<file path="config.mk">
export PLATFORM = sky130hd
export DESIGN_NAME = fixed_partition_fit_allocator
export DESIGN_NICKNAME = d
export VERILOG_FILES = /design/src/hdl/fpfa_pkg.sv /design/src/hdl/fpfa_table.sv /design/src/hdl/fixed_partition_fit_allocator.sv
export SDC_FILE = /design/constraint.sdc
export NUM_CORES = 1
export LEC_CHECK = 0
export ABC_AREA = 1
export BUFFER_PORTS_ARGS = -buffer_cell sky130_fd_sc_hd__buf_2
export CAP_MARGIN = 20
export CELL_PAD_IN_SITES_DETAIL_PLACEMENT = 1
export CELL_PAD_IN_SITES_GLOBAL_PLACEMENT = 1
export CORE_ASPECT_RATIO = 0.8
export CORE_MARGIN = 2
export CORE_UTILIZATION = 39
export CTS_CLUSTER_DIAMETER = 200
export CTS_CLUSTER_SIZE = 8
export DETAILED_ROUTE_END_ITERATION = 8
export GPL_TIMING_DRIVEN = 0
export PLACE_DENSITY = 0.63
export SYNTH_ARGS = -nofsm -noshare
export SYNTH_HDL_FRONTEND = slang
export SYNTH_SLANG_ARGS = --single-unit
</file>
<file path="constraint.sdc">
create_clock -name i_clk -period 5.55 [get_ports i_clk]
set_input_delay 0.2775 -clock i_clk [delete_from_list [all_inputs] [get_ports i_clk]]
set_output_delay 0.2775 -clock i_clk [all_outputs]
set_load 0.05 [all_outputs]
</file>
<file path="src/hdl/fpfa_pkg.sv">
// Shared types and codes for the fixed-partition fit allocator.
package fpfa_pkg;

    typedef enum logic [1:0] {
        ST_IDLE,
        ST_SCAN,
        ST_FINISH
    } t_state;

    localparam logic [1:0] REQ_LOAD  = 2'd0;
    localparam logic [1:0] REQ_ALLOC = 2'd1;
    localparam logic [1:0] REQ_CLEAR = 2'd2;

    localparam logic [1:0] MODE_FIRST = 2'd0;
    localparam logic [1:0] MODE_BEST  = 2'd1;
    localparam logic [1:0] MODE_WORST = 2'd2;

    localparam logic [0:0] CFG_FIT_MODE = 1'd0;
    localparam logic [0:0] CFG_PARTS    = 1'd1;

    localparam int IN_DATA_W  = 24;
    localparam int OUT_DATA_W = 40;
    localparam int CFG_DATA_W = 5;

    // operations issued to the partition table in one cycle
    typedef struct packed {
        logic load_en;
        logic clear_all;
        logic rd_en;
        logic mark_en;
    } t_tbl_ctrl;

endpackage

</file>
<file path="src/hdl/fpfa_table.sv">
// Partition table: size memory with registered read, and the taken flags.
module fpfa_table #(
    parameter int MAX_SLOTS = 16,
    parameter int SIZE_BITS = 16,
    parameter int IDX_W     = 4
) (
    input  logic                  i_clk,
    input  logic                  i_rst_n,
    input  fpfa_pkg::t_tbl_ctrl   i_ctrl,
    input  logic [IDX_W-1:0]      i_wr_idx,
    input  logic [SIZE_BITS-1:0]  i_wr_size,
    input  logic [IDX_W-1:0]      i_rd_idx,
    input  logic [IDX_W-1:0]      i_mark_idx,
    output logic [SIZE_BITS-1:0]  o_rd_size,
    output logic                  o_rd_taken
);

    logic [SIZE_BITS-1:0] r_size_mem [MAX_SLOTS];
    logic [MAX_SLOTS-1:0] r_taken;
    logic [SIZE_BITS-1:0] r_rd_size;
    logic                 r_rd_taken;

    always_ff @(posedge i_clk) begin
        if (i_ctrl.load_en) begin
            r_size_mem[i_wr_idx] <= i_wr_size;
        end
        if (i_ctrl.rd_en) begin
            r_rd_size <= r_size_mem[i_rd_idx];
        end
    end

    // loads, clears and marks never coincide with the scan reads
    always_ff @(posedge i_clk) begin
        if (!i_rst_n) begin
            r_taken    <= '0;
            r_rd_taken <= 1'b0;
        end else begin
            if (i_ctrl.clear_all) begin
                r_taken <= '0;
            end else if (i_ctrl.load_en) begin
                r_taken[i_wr_idx] <= 1'b0;
            end else if (i_ctrl.mark_en) begin
                r_taken[i_mark_idx] <= 1'b1;
            end
            if (i_ctrl.rd_en) begin
                r_rd_taken <= r_taken[i_rd_idx];
            end
        end
    end

    assign o_rd_size  = r_rd_size;
    assign o_rd_taken = r_rd_taken;

    a_mark_sticks: assert property (@(posedge i_clk) disable iff (!i_rst_n)
        i_ctrl.mark_en |=> r_taken[$past(i_mark_idx)])
        else $error("granted partition not marked taken");

    a_clear_all: assert property (@(posedge i_clk) disable iff (!i_rst_n)
        i_ctrl.clear_all |=> (r_taken == '0))
        else $error("clear left a partition taken");

    a_one_op: assert property (@(posedge i_clk) disable iff (!i_rst_n)
        $countones({i_ctrl.load_en, i_ctrl.clear_all, i_ctrl.mark_en}) <= 1)
        else $error("conflicting table updates");

endmodule

</file>
<file path="src/hdl/fixed_partition_fit_allocator.sv">
// Fixed-partition allocator with first, best and worst fit placement.
// Every input word gives exactly one result word. A load, clear or unused word
// goes straight to ST_FINISH, where its result is registered once the output
// register is free. An allocate word walks the searched partitions (partitions_in_use,
// capped at MAX_SLOTS) through the single read port of the size memory, one
// partition per cycle, then waits for the last read to return and for the read valid
// to fall; ST_FINISH then marks the grant and builds the result once the output
// register is free. The result sits in an output register, so the next word is
// taken while a finished result waits. Configuration must be written by the user
// only while the block is idle; the block itself does not enforce it.
module fixed_partition_fit_allocator #(
    parameter int MAX_SLOTS = 16,
    parameter int SIZE_BITS = 16
) (
    input  logic                              i_clk,
    input  logic                              i_rst_n,
    // configuration
    input  logic                              i_cfg_wr_en,
    input  logic [0:0]                        i_cfg_addr,
    input  logic [fpfa_pkg::CFG_DATA_W-1:0]   i_cfg_wdata,
    // request stream
    input  logic                              i_s_tvalid,
    output logic                              o_s_tready,
    input  logic [fpfa_pkg::IN_DATA_W-1:0]    i_s_tdata,  // slot_index[3:0], amount[19:4]
    input  logic [1:0]                        i_s_tuser,  // req_type[1:0]
    // result stream
    output logic                              o_m_tvalid,
    input  logic                              i_m_tready,
    output logic [fpfa_pkg::OUT_DATA_W-1:0]   o_m_tdata,  // chosen_slot[3:0],
                                                          // chosen_size[19:4], leftover[35:20]
    output logic                              o_m_tuser   // granted
);

    localparam int IDX_W = (MAX_SLOTS > 1) ? $clog2(MAX_SLOTS) : 1;
    localparam int CNT_W = $clog2(MAX_SLOTS + 1);

    fpfa_pkg::t_state r_state, n_state;

    logic [1:0]           r_fit_mode;
    logic [4:0]           r_parts;
    logic [SIZE_BITS-1:0] r_req, n_req;
    logic [CNT_W-1:0]     r_count, n_count;
    logic [CNT_W-1:0]     r_issue, n_issue;
    logic                 r_rd_vld, n_rd_vld;
    logic [IDX_W-1:0]     r_rd_idx, n_rd_idx;
    logic                 r_pick_vld, n_pick_vld;
    logic [IDX_W-1:0]     r_pick_idx, n_pick_idx;
    logic [SIZE_BITS-1:0] r_pick_size, n_pick_size;
    logic                 r_out_vld, n_out_vld;
    logic [fpfa_pkg::OUT_DATA_W-1:0] r_out_data, n_out_data;
    logic                 r_out_grant, n_out_grant;

    fpfa_pkg::t_tbl_ctrl  tbl_ctrl;
    logic [IDX_W-1:0]     rd_addr;
    logic [SIZE_BITS-1:0] rd_size;
    logic                 rd_taken;

    logic [1:0]           in_type;
    logic [3:0]           in_slot;
    logic [15:0]          in_amount;
    logic                 in_acc;
    logic                 load_ok;
    logic                 fits;
    logic                 take;
    logic                 out_free;
    logic [SIZE_BITS-1:0] rest;

    assign in_type   = i_s_tuser;
    assign in_slot   = i_s_tdata[3:0];
    assign in_amount = i_s_tdata[19:4];
    assign o_s_tready = (r_state == fpfa_pkg::ST_IDLE);
    assign in_acc    = i_s_tvalid && o_s_tready;
    assign load_ok   = (32'(in_slot) < 32'(MAX_SLOTS));
    assign out_free  = !r_out_vld || i_m_tready;
    assign rd_addr   = r_issue[IDX_W-1:0];
    assign rest      = r_pick_size - r_req;

    // candidate test on the word returned by the memory
    always_comb begin
        fits = r_rd_vld && !rd_taken && (rd_size >= r_req);
        case (r_fit_mode)
            fpfa_pkg::MODE_FIRST: take = fits && !r_pick_vld;
            fpfa_pkg::MODE_BEST:  take = fits && (!r_pick_vld || rd_size <= r_pick_size);
            fpfa_pkg::MODE_WORST: take = fits && (!r_pick_vld || rd_size >= r_pick_size);
            default:              take = 1'b0;
        endcase
    end

    always_comb begin
        n_state     = r_state;
        n_req       = r_req;
        n_count     = r_count;
        n_issue     = r_issue;
        n_rd_vld    = 1'b0;
        n_rd_idx    = r_rd_idx;
        n_pick_vld  = r_pick_vld;
        n_pick_idx  = r_pick_idx;
        n_pick_size = r_pick_size;
        n_out_vld   = r_out_vld && !i_m_tready;
        n_out_data  = r_out_data;
        n_out_grant = r_out_grant;
        tbl_ctrl    = '0;

        unique case (r_state)
            fpfa_pkg::ST_IDLE: begin
                if (in_acc) begin
                    n_req      = SIZE_BITS'(in_amount);
                    n_issue    = '0;
                    n_pick_vld = 1'b0;
                    n_count    = (32'(r_parts) > 32'(MAX_SLOTS)) ? CNT_W'(MAX_SLOTS)
                                                                : CNT_W'(r_parts);
                    tbl_ctrl.load_en   = (in_type == fpfa_pkg::REQ_LOAD) && load_ok;
                    tbl_ctrl.clear_all = (in_type == fpfa_pkg::REQ_CLEAR);
                    n_state = (in_type == fpfa_pkg::REQ_ALLOC) ? fpfa_pkg::ST_SCAN
                                                               : fpfa_pkg::ST_FINISH;
                end
            end
            fpfa_pkg::ST_SCAN: begin
                if (r_issue < r_count) begin
                    tbl_ctrl.rd_en = 1'b1;
                    n_rd_vld = 1'b1;
                    n_rd_idx = rd_addr;
                    n_issue  = r_issue + 1'b1;
                end else if (!r_rd_vld) begin
                    n_state = fpfa_pkg::ST_FINISH;
                end
                if (take) begin
                    n_pick_vld  = 1'b1;
                    n_pick_idx  = r_rd_idx;
                    n_pick_size = rd_size;
                end
            end
            fpfa_pkg::ST_FINISH: begin
                if (out_free) begin
                    tbl_ctrl.mark_en = r_pick_vld;
                    n_out_vld   = 1'b1;
                    n_out_grant = r_pick_vld;
                    n_out_data  = '0;
                    if (r_pick_vld) begin
                        n_out_data[3:0]   = 4'(r_pick_idx);
                        n_out_data[19:4]  = 16'(r_pick_size);
                        n_out_data[35:20] = 16'(rest);
                    end
                    n_state = fpfa_pkg::ST_IDLE;
                end
            end
            default: n_state = fpfa_pkg::ST_IDLE;
        endcase
    end

    always_ff @(posedge i_clk) begin
        if (!i_rst_n) begin
            r_state    <= fpfa_pkg::ST_IDLE;
            r_fit_mode <= fpfa_pkg::MODE_FIRST;
            r_parts    <= '0;
            r_rd_vld   <= 1'b0;
            r_pick_vld <= 1'b0;
            r_out_vld  <= 1'b0;
            r_issue    <= '0;
            r_count    <= '0;
        end else begin
            r_state    <= n_state;
            r_rd_vld   <= n_rd_vld;
            r_pick_vld <= n_pick_vld;
            r_out_vld  <= n_out_vld;
            r_issue    <= n_issue;
            r_count    <= n_count;
            if (i_cfg_wr_en) begin
                unique case (i_cfg_addr)
                    fpfa_pkg::CFG_FIT_MODE: r_fit_mode <= i_cfg_wdata[1:0];
                    fpfa_pkg::CFG_PARTS:    r_parts    <= i_cfg_wdata;
                    default:                r_parts    <= r_parts;
                endcase
            end
        end
    end

    always_ff @(posedge i_clk) begin
        r_req       <= n_req;
        r_rd_idx    <= n_rd_idx;
        r_pick_idx  <= n_pick_idx;
        r_pick_size <= n_pick_size;
        r_out_data  <= n_out_data;
        r_out_grant <= n_out_grant;
    end

    fpfa_table #(
        .MAX_SLOTS (MAX_SLOTS),
        .SIZE_BITS (SIZE_BITS),
        .IDX_W     (IDX_W)
    ) u_table (
        .i_clk      (i_clk),
        .i_rst_n    (i_rst_n),
        .i_ctrl     (tbl_ctrl),
        .i_wr_idx   (IDX_W'(in_slot)),
        .i_wr_size  (SIZE_BITS'(in_amount)),
        .i_rd_idx   (rd_addr),
        .i_mark_idx (r_pick_idx),
        .o_rd_size  (rd_size),
        .o_rd_taken (rd_taken)
    );

    assign o_m_tvalid = r_out_vld;
    assign o_m_tdata  = r_out_data;
    assign o_m_tuser  = r_out_grant;

    a_refused_zero: assert property (@(posedge i_clk) disable iff (!i_rst_n)
        (r_out_vld && !r_out_grant) |-> (r_out_data == '0))
        else $error("refused result carries data");

    a_issue_bound: assert property (@(posedge i_clk) disable iff (!i_rst_n)
        (r_state == fpfa_pkg::ST_SCAN) |-> (r_issue <= r_count))
        else $error("scan ran past the search count");

    a_pick_in_range: assert property (@(posedge i_clk) disable iff (!i_rst_n)
        (r_state == fpfa_pkg::ST_FINISH && r_pick_vld) |-> (CNT_W'(r_pick_idx) < r_count))
        else $error("pick outside searched partitions");

endmodule

</file>
# After elaboration in Yosys (flattened, before gate mapping)
# Memories as Yosys holds them, arrays and structs flattened. A register that Yosys moved wholly into a read port is not among the register bits.
# Cells that the tools add are included.
[op_classes] n_eq_ne=12 n_addsub=2 magnitude_cmp=10 n_reduce_logical=31 n_bitwise=5 muxes=32
[ops] op="$ge 16x16->1" count=2
[ops] op="$mux 16" count=2
[ops] op="$and 16x16->16" count=1
[ops] op="$le 16x16->1" count=1
[ops] op="$not 16->16" count=1
[ops] op="$or 16x16->16" count=1
[ops] op="$sub 16x16->16" count=1
[ops] op="$lt 4x5->1 const B" count=3
[ops] op="$mux 5" count=3
[ops] op="$mux 2" count=7
[ops] op="$mux 1" count=13
[ops] op="$reduce_and 2->1" count=6
[ops] op="$ne 2x2->1 const B" count=5
[ops] op="$pmux 5 s2" count=1
[ops] op="$logic_and 1x1->1" count=9
[ops] op="$demux 1 s4" count=2
[ops] op="$ge 4x1->1 const B" count=2
[ops] op="$eq 2x1->1 const B" count=3
[ops] op="$eq 2x2->1 const B" count=3
[ops] op="$logic_not 2->1" count=3
[ops] op="$pmux 2 s3" count=1
[ops] op="$reduce_and 3->1" count=2
[ops] op="$add 5x1->5 const B" count=1
[ops] op="$gt 5x5->1 const B" count=1
[ops] op="other kinds (11)" count=18
[totals] output_inout_bits=43 n_memories=1 word_cells=109 ramBits=256 inputBits=37 register_bits=116
[mem_list] memory="u_table.r_size_mem" words=16 width=16 rd=1 rd_ports_with_merged_regs=1 write_ports=1 line_no="fpfa_table.sv:18" source="logic [SIZE_BITS-1:0] r_size_mem [MAX_SLOTS];"

# Logic depth before layout (Yosys ltp)
[depth] depth_word=7 depth_mapped=17 ltp_nobuf=17

# By module
# From an unflattened synthesis, not the netlist that was laid out.
[unflattened] hier_cells=1432 hier_area_um2=16669.7
[modules_own_cells] mod="fpfa_table" seq_area_each_um2=8508.2 area_per_inst_um2=11487.3 cells_per_inst=900 n_inst=1
[modules_own_cells] mod="fixed_partition_fit_allocator" seq_area_each_um2=2752.6 area_per_inst_um2=5182.5 cells_per_inst=532 n_inst=1

# Worst setup path after synthesis
# Ideal clock, no wire load.
[synth_timing] path_kind="reg-to-reg" startpoint="reg r_out_vld, in the netlist o_m_tvalid" endpoint="reg u_table.r_taken[10]" n_path_buf=0 synth_period_minus_slack_ps=4172 required_time_ps=5480 arrival_time_ps=4101 stages_incl_launch_ff=8 setup_slack_ps=1378 setup_ps=70 path_cell_list="dfxtp_1 > inv_1 > nor2_1 > nor3_1 > nand2_1 > inv_1 > nand3_1 > a21oi_1"
[synth_between] elab_chain_cells=5
[synth_rtl] element="from (decl)" line_no="fixed_partition_fit_allocator.sv:49" source="logic r_out_vld, n_out_vld;"
[synth_rtl] element="from (signal assigned)" line_no="fixed_partition_fit_allocator.sv:165" source="r_out_vld <= n_out_vld;"
[synth_rtl] element="$logic_not 1->1" line_no="fixed_partition_fit_allocator.sv:74" source="assign out_free = !r_out_vld || i_m_tready;"
[synth_rtl] element="$logic_or 1x1->1" line_no="fixed_partition_fit_allocator.sv:74"
[synth_rtl] element="$mux 1" line_no="fixed_partition_fit_allocator.sv:134" source="if (out_free) begin"
[synth_rtl] element="$mux 1" line_no="fixed_partition_fit_allocator.sv:104" source="unique case (r_state)"
[synth_rtl] element="$reduce_bool 2->1 (no source line)"
[synth_rtl] element="to (signal assigned)" line_no="fpfa_table.sv:39" source="r_taken <= '0;"
[synth_rtl] element="to (signal, indexed assignment)" line_no="fpfa_table.sv:41" source="r_taken[i_wr_idx] <= 1'b0;"
[synth_rtl] element="to (signal, indexed assignment)" line_no="fpfa_table.sv:43" source="r_taken[i_mark_idx] <= 1'b1;"
[synth_rtl] element="to (decl)" line_no="fpfa_table.sv:19" source="logic [MAX_SLOTS-1:0] r_taken;"
# No other way between the ends.
# A chain may end at the register's enable or synchronous reset.

# Worst setup path after layout
[layout_timing] startpoint="reg r_state[0]" endpoint="mem u_table.r_size_mem[9][4], enable pin"
[layout_between] elab_chain_cells=6
[layout_rtl] element="from (decl)" line_no="fixed_partition_fit_allocator.sv:37" source="fpfa_pkg::t_state r_state, n_state;"
[layout_rtl] element="from (signal assigned)" line_no="fixed_partition_fit_allocator.sv:153" source="r_state <= fpfa_pkg::ST_IDLE;"
[layout_rtl] element="from (signal assigned)" line_no="fixed_partition_fit_allocator.sv:162" source="r_state <= n_state;"
[layout_rtl] element="$logic_not 2->1 *" line_no="fixed_partition_fit_allocator.sv:71, fixed_partition_fit_allocator.sv:104"
[layout_rtl] element="$logic_and 1x1->1" line_no="fixed_partition_fit_allocator.sv:72" source="assign in_acc = i_s_tvalid && o_s_tready;"
[layout_rtl] element="$mux 2" line_no="fixed_partition_fit_allocator.sv:106" source="if (in_acc) begin"
[layout_rtl] element="$mux 2 *" line_no="fixed_partition_fit_allocator.sv:104"
[layout_rtl] element="$mux 1 *" line_no="fpfa_table.sv:24" source="if (i_ctrl.load_en) begin"
[layout_rtl] element="$mux 1 (not written as such) *" line_no="fpfa_table.sv:25" source="r_size_mem[i_wr_idx] <= i_wr_size;"
[layout_rtl] element="to (decl)" line_no="fpfa_table.sv:18"
# Mark *: on every way between the ends. The rest lies on a longest branch, timed or not.

==> metrics.yaml <==
timing:
  period_needed_ns: 2.99
  tightest_slew_ns: 0.987
  setup_viol: 0
  hold_violations: 0
  relSlewSlack: 0.342
  drv_slew: 0
  skew_ns: 0.0233
  timing.setup.tns_ns: 0
  post-route-period-util: 0.539
  rsz0062_at_grt: "no"
  fmax_mhz: 334
worst_setup_path:
  r2r_slack_ns: 2.56
  required_ns: 5.74
  start_kind: "flop"
  path_class: "reg2reg"
  cp_max_fo: 21
  cp-end-kind: "flop"
  r2r_end: "u_table.r_size_mem[9][4]$_DFFE_PP_"
  rr_worst_depth: 7
  worstReg2RegStart: "r_state[0]$_SDFFE_PN0P_"
  crit_arrival_ns: 3.18
routing:
  postRouteAntennaNets: 0
  vias: 11300
  drt_iter0_drc: 870
  via_per_inst: 5.43
  wirelength_um: 46600
  wl_per_cell_um: 22.4
  drt_first_pass_iters: 5
  drc: 0
die:
  ios: 80
  core_area_um2: 41000
  die_h_um: 187
  dieWidth_um: 233
  initial_core_util: 0.398
  placementRows: 66
  die-area_um2: 43400
placed_design:
  dp.final_hpwl_um: 32400
  portBuffers: 71
  routabilityCongestion: 0.846
yosys:
  synth_area_um2: 16300
  synth_area_per_cell_um2: 11.9
  netlist_instances: 1365
  yosys_warnings: 0
  synth-seq-cells: 388
  synth_cell_types: 44
  synth.yosys.seq_area_share: 0.691
power_and_ir_drop:
  ir_drop_mv: 0.253
  power_leakage_nw: 7.03
  powerDensity_nw_per_um2: 399
clock_tree:
  insertion_delay_ns: 0.59
  clockRootBuffer: "clkbuf_16"
  clockBufferDepth: 3
  clkSinkCount: 388
  cts_resized: 0
  clk_pin_slew_ns: 0.05
  cts_inserted_buffers: 54
  htree_levels: 2
  cts_tree: "built"
flow_run:
  maxCapViolCount: 0
grt:
  gr-total-overflow: 0
  antenna_found_initial: 0
  use_met2: 0.345
  grt_max_degree: 24
  grt.busiest_layer: "met2"
  use_met3: 0.0306
  grt_pass1_wl_um: 70900
  track_usage: 0.217
  met1_usage: 0.311
  grt_pass1_vias: 11700
layout:
  nNetsFinal: 1611
  syn2layout_area_growth_pct: 17.7
  fin_util: 0.468
  drive_gt1_frac: 0.127
  n_antenna_cell: 0
  layout_common_cells: "edfxtp_1, nor2_1, o21ai_0"
  final_common_cell: "edfxtp_1"
min_path:
  min_from: "i_m_tready"
  hp-class: "in2reg"
  min_to: "o_m_tvalid$_SDFF_PN0_"
  hold-path-cell-count: 3
status:
  outcome: "finished, final reports clean"
==> how the worst max path moves through the flow <==
stage                                              end  cells after the start               startpoint  slack (ns)
detailed placement  u_table.r_size_mem[5][8]$_DFFE_PP_                      7  r_state[0]$_SDFFE_PN0P_        2.53
CTS                 u_table.r_size_mem[9][4]$_DFFE_PP_                      7  r_state[0]$_SDFFE_PN0P_        2.49
floorplan             u_table.r_taken[10]$_SDFFE_PP0P_                      7    o_m_tvalid$_SDFF_PN0_        1.38
global route        u_table.r_size_mem[9][4]$_DFFE_PP_                      7  r_state[0]$_SDFFE_PN0P_        2.34
global placement       u_table.r_taken[8]$_SDFFE_PP0P_                      6  r_state[1]$_SDFFE_PN0P_        0.27
finish              u_table.r_size_mem[9][4]$_DFFE_PP_                      7  r_state[0]$_SDFFE_PN0P_        2.56
==> synthesized netlist by cell type, drive strengths merged <==
| cell | number | share of area |
|---|---|---|
| xor2 | 3 | 0.0016 |
| a21oi | 64 | 0.020 |
| edfxtp | 349 | 0.64 |
| clkbuf | 44 | 0.010 |
| conb | 1 | 0.00023 |
| fa | 1 | 0.0012 |
| o32ai | 2 | 0.0011 |
| nand4 | 5 | 0.0019 |
| nand3b | 1 | 0.00046 |
| o21a | 3 | 0.0014 |
| nand3 | 49 | 0.016 |
| o2111ai | 1 | 0.00054 |
| nor3 | 9 | 0.0038 |
| o22ai | 43 | 0.017 |
| o21ai | 183 | 0.056 |
| o211ai | 9 | 0.0041 |
| a31oi | 1 | 0.00038 |
| o21bai | 1 | 0.00046 |
| nand2 | 137 | 0.032 |
| clkinv | 2 | 0.00046 |
| o41ai | 1 | 0.00054 |
| buf | 17 | 0.0061 |
| o221ai | 27 | 0.015 |
| dfxtp | 39 | 0.048 |
| a21boi | 2 | 0.00092 |
| ha | 54 | 0.041 |
| inv | 109 | 0.025 |
| nor2 | 202 | 0.049 |
| a211oi | 1 | 0.00046 |
| a21o | 4 | 0.0018 |
| xnor2 | 1 | 0.00054 |
==> cell type report <==
cell class	count	area, um^2
Clock inverter	4	88.8
Multi-Input combinational cell	808	4410
Clock buffer	66	1400
Tap cell	544	681
Timing Repair Buffer	95	662
Sequential cell	388	11300
Inverter	111	417
Fill cell	4365	21800
Buffer	61	265
==> state kept, by name, summed over array words and instances, names as in the netlist, 2 cells and up <==
| name | flops |
|---|---|
| r_count | 5 |
| r_state | 2 |
| u_table.o_rd_size | 16 |
| r_parts | 5 |
| r_issue | 5 |
| r_rd_idx | 4 |
| u_table.r_size_mem | 256 |
| r_pick_size | 16 |
| r_fit_mode | 2 |
| r_req | 16 |
| r_pick_idx | 4 |
| u_table.r_taken | 16 |
| o_m_tdata | 36 |
==> per-layer routing <==
metal | wire [um] | up-vias
li1 | - | 5205
met5 | 0 | -
met1 | 21800 | 5707
met3 | 2340 | 78
met2 | 21300 | 284
met4 | 1160 | 0
==> logic make-up after synthesis <==
kind of cell / count (synthesis) / synth area share
compound gates: 342 / 0.119
other cells: 1 / 0.000230
flops: 388 / 0.691
buf+inv: 172 / 0.0418
fa+ha+maj: 55 / 0.0427
xor+xnor: 4 / 0.00215
simple gates: 403 / 0.103
==> power breakdown <==
group          internal (mW)  switching (mW)  leakage [nW]  total [mW]
sequential              3.31          0.0471          3.49        3.36
combinational          0.317           0.969          2.82        1.29
clock                   1.79            1.21         0.719        3.00
total                   5.42            2.23          7.03        7.65
==> through the flow <==
step / instances / setup slack (ns) / instance area (um^2) / total power [mW] / hold slack (ns)
3_5_place_dp: 1999 / 2.53 / 17600 / 4.69 / 0.406
4_1_cts: 2076 / 2.49 / 19200 / 7.71 / 0.00185
3_3_place_gp: 1983 / 0.271 / 17300 / 4.66 / 0.405
6_report: 2077 / 2.56 / 19200 / 7.65 / 0.0292
5_1_grt: 2077 / 2.34 / 19200 / 7.95 / 0.0315
2_1_floorplan: 1368 / 1.38 / 16300 / 4.20 / 0.376
==> critical path: stages, from the launching register on <==
cell	delay, ns
dfxtp_1	0.34
nor2_2	0.15
inv_2	0.09
nor2_8	0.36
inv_2	0.19
nor3_4	0.31
nand3_2	0.30
nor2_2	0.83
==> what timing repair did <==
| item | 4_1_cts | 5_1_grt |
|---|---|---|
| hold endpoints to repair | 9 | 0 |
| hold buffers | 7 | 0 |
| setup buffers | 0 | 0 |
No activity file was read; power rests on OpenSTA's default activity.
